==> config.mk <==
export PLATFORM = sky130hd
export DESIGN_NAME = brfb_ctrl
export DESIGN_NICKNAME = d
export VERILOG_FILES = /design/src/brfb_pkg.sv /design/src/brfb_ctrl.sv
export SDC_FILE = /design/constraint.sdc
export NUM_CORES = 1
export LEC_CHECK = 0
export BUFFER_PORTS_ARGS = -buffer_cell sky130_fd_sc_hd__buf_2
export CAP_MARGIN = 15
export CORE_AREA = 2 2 39 41
export CTS_CLUSTER_DIAMETER = 30
export DETAILED_ROUTE_END_ITERATION = 8
export DIE_AREA = 0 0 41 43
export PLACE_DENSITY = 0.59
export SYNTH_ARGS = -nofsm -noshare
export SYNTH_HDL_FRONTEND = slang
export SYNTH_SLANG_ARGS = --single-unit
==> constraint.sdc <==
create_clock -name clk -period 4 [get_ports clk]
set_clock_uncertainty 0.15 [all_clocks]
set_input_delay 0.4 -clock clk [delete_from_list [all_inputs] [get_ports clk]]
set_output_delay 0.4 -clock clk [all_outputs]
set_load 0.01 [all_outputs]
==> src/brfb_pkg.sv <==
// brfb_pkg: shared types and codes for the byte ring buffer.
// Used by brfb_ctrl, brfb_dp and byte_ring_fifo_burst. No dependencies.

package brfb_pkg;

	typedef logic [1:0] opcode_t;
	typedef logic [2:0] kind_t;
	typedef logic [1:0] bstate_t;

	localparam opcode_t OP_WRITE = 2'd0;
	localparam opcode_t OP_READ  = 2'd1;
	localparam opcode_t OP_TICK  = 2'd2;

	localparam kind_t K_REJECT  = 3'd0;
	localparam kind_t K_DATA    = 3'd1;
	localparam kind_t K_INVALID = 3'd2;
	localparam kind_t K_TIMEOUT = 3'd3;
	localparam kind_t K_BUSY    = 3'd4;
	localparam kind_t K_EMPTY   = 3'd5;

	localparam bstate_t BS_IDLE   = 2'd0;
	localparam bstate_t BS_ACCEPT = 2'd1;
	localparam bstate_t BS_REJECT = 2'd2;

	localparam logic [15:0] TIMEOUT_RESET = 16'd15;

	typedef struct packed {
		logic  wr;
		logic  res;
		kind_t res_kind;
		logic  head_chk;
		logic  emit_start;
		logic  emit_src_pend;
		logic  emit_step;
		logic  pend_set;
		logic  tick;
	} cmd_t;

	typedef struct packed {
		logic reject;
		logic commit;
		logic len_invalid;
		logic len_zero;
		logic len_le_count;
		logic pend_valid;
		logic pend_ok;
		logic tmo_hit;
		logic emit_last;
	} stat_t;

endpackage

==> src/brfb_ctrl.sv <==
// brfb_ctrl: controller state machine, decodes transactions into datapath commands.
// Depends on brfb_pkg.

module brfb_ctrl (
	input  logic             clk,
	input  logic             arst_n,
	input  logic             start,
	input  brfb_pkg::opcode_t opcode,
	input  logic             first,
	input  logic             final_req,
	input  brfb_pkg::stat_t  stat,
	output brfb_pkg::cmd_t   cmd,
	output logic             busy
);

	localparam logic [1:0] ST_IDLE  = 2'd0;
	localparam logic [1:0] ST_SERVE = 2'd1;
	localparam logic [1:0] ST_EMIT  = 2'd2;

	logic [1:0] state_q;
	logic [1:0] state_d;

	assign busy = (state_q != ST_IDLE);

	always_comb begin
		cmd     = '0;
		state_d = state_q;
		unique case (state_q)
			ST_IDLE: begin
				if (start) begin
					unique case (opcode)
						brfb_pkg::OP_WRITE: begin
							cmd.wr = 1'b1;
							if (first && stat.reject) begin
								cmd.res      = 1'b1;
								cmd.res_kind = brfb_pkg::K_REJECT;
							end
							if (final_req && stat.commit)
								state_d = ST_SERVE;
						end
						brfb_pkg::OP_READ: begin
							priority if (stat.len_invalid) begin
								cmd.res      = 1'b1;
								cmd.res_kind = brfb_pkg::K_INVALID;
							end else if (stat.pend_valid) begin
								cmd.res      = 1'b1;
								cmd.res_kind = brfb_pkg::K_BUSY;
							end else if (stat.len_zero) begin
								cmd.res      = 1'b1;
								cmd.res_kind = brfb_pkg::K_EMPTY;
								cmd.head_chk = 1'b1;
							end else if (stat.len_le_count) begin
								cmd.emit_start = 1'b1;
								state_d        = ST_EMIT;
							end else begin
								cmd.pend_set = 1'b1;
							end
						end
						brfb_pkg::OP_TICK: begin
							if (stat.pend_valid) begin
								cmd.tick = 1'b1;
								if (stat.tmo_hit) begin
									cmd.res      = 1'b1;
									cmd.res_kind = brfb_pkg::K_TIMEOUT;
								end
							end
						end
						default: ;
					endcase
				end
			end
			ST_SERVE: begin
				if (stat.pend_valid && stat.pend_ok) begin
					cmd.emit_start    = 1'b1;
					cmd.emit_src_pend = 1'b1;
					state_d           = ST_EMIT;
				end else begin
					state_d = ST_IDLE;
				end
			end
			ST_EMIT: begin
				cmd.emit_step = 1'b1;
				if (stat.emit_last)
					state_d = ST_IDLE;
			end
			default: state_d = ST_IDLE;
		endcase
	end

	always_ff @(posedge clk or negedge arst_n) begin
		if (!arst_n)
			state_q <= ST_IDLE;
		else
			state_q <= state_d;
	end

endmodule

**Word-level counts from Yosys, hierarchy flattened**

Index checks and enable logic that the tools add are counted.

- Bits in registers: 2
- Input bits: 16
- Output and inout port bits: 12

- Equal/unequal tests: 12
- Mux-type cells: 38
- Reductions and logical operators: 7

Operator list:

| kind | number |
|---|---|
| $mux W2 | 14 |
| $mux W4 | 5 |
| $ne A3 B3 Y1 const B | 5 |
| $mux W1 | 12 |
| $pmux W4 S3 | 1 |
| $reduce_and A8 Y1 | 1 |
| $mux W7 | 1 |
| $mux W6 | 1 |
| $pmux W2 S3 | 1 |
| $mux W5 | 1 |
| $eq A2 B1 Y1 const B | 2 |
| $eq A2 B2 Y1 const B | 2 |
| $logic_not A2 Y1 | 2 |
| $ne A2 B2 Y1 const B | 2 |
| $pmux W2 S2 | 1 |
| $logic_and A1 B1 Y1 | 3 |
| $ne A3 B1 Y1 const B | 1 |
| $pmux W1 S2 | 1 |
| $reduce_bool A2 Y1 | 1 |

**Logic depth before layout (Yosys ltp)**

- Depth after elaboration: 7
- Depth in mapped cells: 4
- Mapped depth without buffers: 3

**Worst setup path before layout**

OpenSTA, ideal clock, no wires.

- Path kind: reg2out
- Start: register state_q[0]
- End: output port cmd[6] (netlist bit)
- Arrival: 1.639 ns
- Required time: 3.450 ns
- Slack: 1.811 ns
- Stages on the path, launching flop included: 5
- Path buffers: 1
- Cell sequence: dfrtp_1 > or3b_1 > clkbuf_2 > or3_4 > o32ai_1

RTL lines:

| element | line | text |
|---|---|---|
| from (decl) | brfb_ctrl.sv:20 | `logic [1:0] state_q;` |
| from (signal assigned) | brfb_ctrl.sv:94 | `state_q <= state_d;` |
| to (decl) | brfb_ctrl.sv:12 | `output brfb_pkg::cmd_t cmd,` |

==> impl_metrics.toml <==
[run_status]
status = "finished, final reports clean"

[cells_and_area]
multi_input_area_um2 = 245
regMostFlops = "state_q"
diodes = 0
reg.largest.list = "state_q: 2 flops"
regArea_um2 = 50.0
area_growth_pct = 50.8
fillers = 158
largest_reg_flops = 2
drive_gt1_frac = 0.536
fin_cells = 85
fin_nets = 87

[timing]
rsz0062_at_grt = "false"
drv_slew = 0
period_needed_ps = 2490
worst_slack_ps = 1510
max_freq_mhz = 402
setup_tns_ps = 0
relSlewSlack = 0.818
final-hold-violation-count = 0
tightest_slew_ps = 269
finalCritPeriodShare = 0.622
setup_viol_count_final = 0

[die]
rows = 14
core_mm2 = 0.00138
fp.dieArea_mm2 = 0.00176
die_w_um = 41
initial_utilization = 0.233
io_pins = 28
die_h_um = 43

[pwr]
powerDensity_mw_per_mm2 = 214
vdd_ir_drop_max_uv = 153
leakage_nw = 0.264
p_comb_frac = 0.348
total_power_w = 0.000104
p_seq_frac = 0.217
power.switching_w = 0.0000317
internal_power_w = 0.0000723
swShare = 0.305
pwr-share-clk = 0.435

[synthesis]
synth_cells = 42
synth.top_cells.by_count = "5 x nor3_1, 4 x nor2_1, 3 x a21oi_1, 3 x nand2b_1"
synthArstFlopShare = 1.00
synth_area_leader_cell = "dfrtp_1"
synth_most_common_cell = "nor3_1"
synth_area_um2 = 323
ys.flop_type = "dfrtp_1"
synth-edff-count = 0
synth.distinct_cells = 27
avgSynthCellArea_um2 = 7.69
synthTopCellsByArea = "dfrtp_1 16%, nor3_1 7.8%, nand2b_1 5.8%"
synth_nets = 58
synth.ff_latch_count = 2
yosys_warnings = 0
seq_area_frac_synth = 0.155
synth_top_area_frac = 0.155

[clock_tree]
clockRootBuffer = "clkbuf_4"
cts_setup_buffers = 0
clkSinkCount = 2
clock_path_buffers = 2
clk_latency_ps = 230
cts_tree = "done"
cts_made_buffers = 3
cts.clk_slew.worst_paths_ps = 30
htreeDepth = 1

[global_routing]
grt_max_degree = 12
grt_pass1_vias = 331
grt_pass1_wl_um = 1350
grt_overflow_total = 0
grt_antenna_before_repair = 0
grt.total_usage = 0.109

[detailed_routing]
avgViaCountPerCell = 4.89
ant_nets = 0
drc = 0
wl_per_cell_um = 11.0
wl_um = 936
dr.pass1.iters = 3
first_iter_violations = 5
num_vias = 416

[run]
drv_cap = 0

[critical_path]
r2r_slack_ps = 2610
r2r-end = "state_q[1]"
cp_data_required_time_ps = 3450
reg2reg_depth = 3
cp-end-kind = "output pin"
worstSetupPathType = "reg2out"
r2r_start = "state_q[1]"
cp.arrival_ps = 1940
crit_path_max_fanout = 7
critPathLaunchType = "flip-flop"

[placed_design]
pre_cts_ws_ps = 1690
dp_cells = 81
portBuffers = 27
place.gp.congestion = 0.756
dpl.hpwl_um = 718

[worst_hold_path]
hp-class = "in2async"
## area by class of cell
| type | instances | share of cell area |
|---|---|---|
| clock buffers | 3 | 0.0463 |
| repair buffers | 28 | 0.298 |
| well taps | 16 | 0.0411 |
| inverters | 1 | 0.00771 |
| multi-input cells | 35 | 0.504 |
| flip-flops and latches | 2 | 0.103 |
## power by group through the flow
stage	registers [W]	clock network (W)	logic, W
2_1_floorplan	0.0000225	0	0.0000225
3_3_place_gp	0.0000228	0	0.0000354
3_5_place_dp	0.0000228	0	0.0000357
4_1_cts	0.0000226	0.0000481	0.0000366
5_1_grt	0.0000230	0.0000493	0.0000401
6_report	0.0000226	0.0000452	0.0000362
## stage by stage
step                area (um2)  hold slack [ps]   util
floorplan                  323            -45.6      -
global placement           454             35.4  0.328
detailed placement         454             35.4  0.328
CTS                        487              323  0.352
global route               487              335  0.352
finish                     487              332  0.352
## kinds of logic after synthesis
group,Yosys count,share of synthesized area
simple gates,27,0.562
compound gates,8,0.198
buf+inv,5,0.0853
flops,2,0.155
## how the worst max path moves through the flow
| stage | start | endpoint | slack [ps] |
|---|---|---|---|
| CTS | state_q[0] | cmd[6] | 1500 |
| detailed placement | start | cmd[6] | 1690 |
| finish | state_q[1] | cmd[6] | 1510 |
| global route | state_q[1] | cmd[6] | 1400 |
| floorplan | state_q[0] | cmd[6] | 1810 |
| global placement | start | cmd[6] | 1710 |
## worst max-delay path: stages (launching register included)
cell and delay (ps):
dfrtp_1 410, or3b_1 470, or3_4 420, o32ai_1 230
buf_2 180
## layer usage
metal  up-vias  part of all wire  global-route usage
li1        214                 -                   -
met1       185              0.44               0.137
met2        17              0.45               0.166
met3         0              0.10             0.00524
met4         0                 0              0.0800
met5         -                 0                   0
## layout by cell type (no fill, tap or decap), types with 2 or more instances in the layout
cell / count
nor3_1: 5
clkbuf_4: 3
nor2_1: 4
nand2b_1: 3
buf_2: 27
nor2b_1: 2
dfrtp_1: 2
or2_2: 2
a21oi_1: 3
## repair_timing
item                       4_1_cts  5_1_grt
gates resized for setup          0        0
hold endpoints to repair         2        0
hold buffers                     1        0
setup endpoints to repair        0        0
Note: power is estimated with default switching activity, not from simulation.
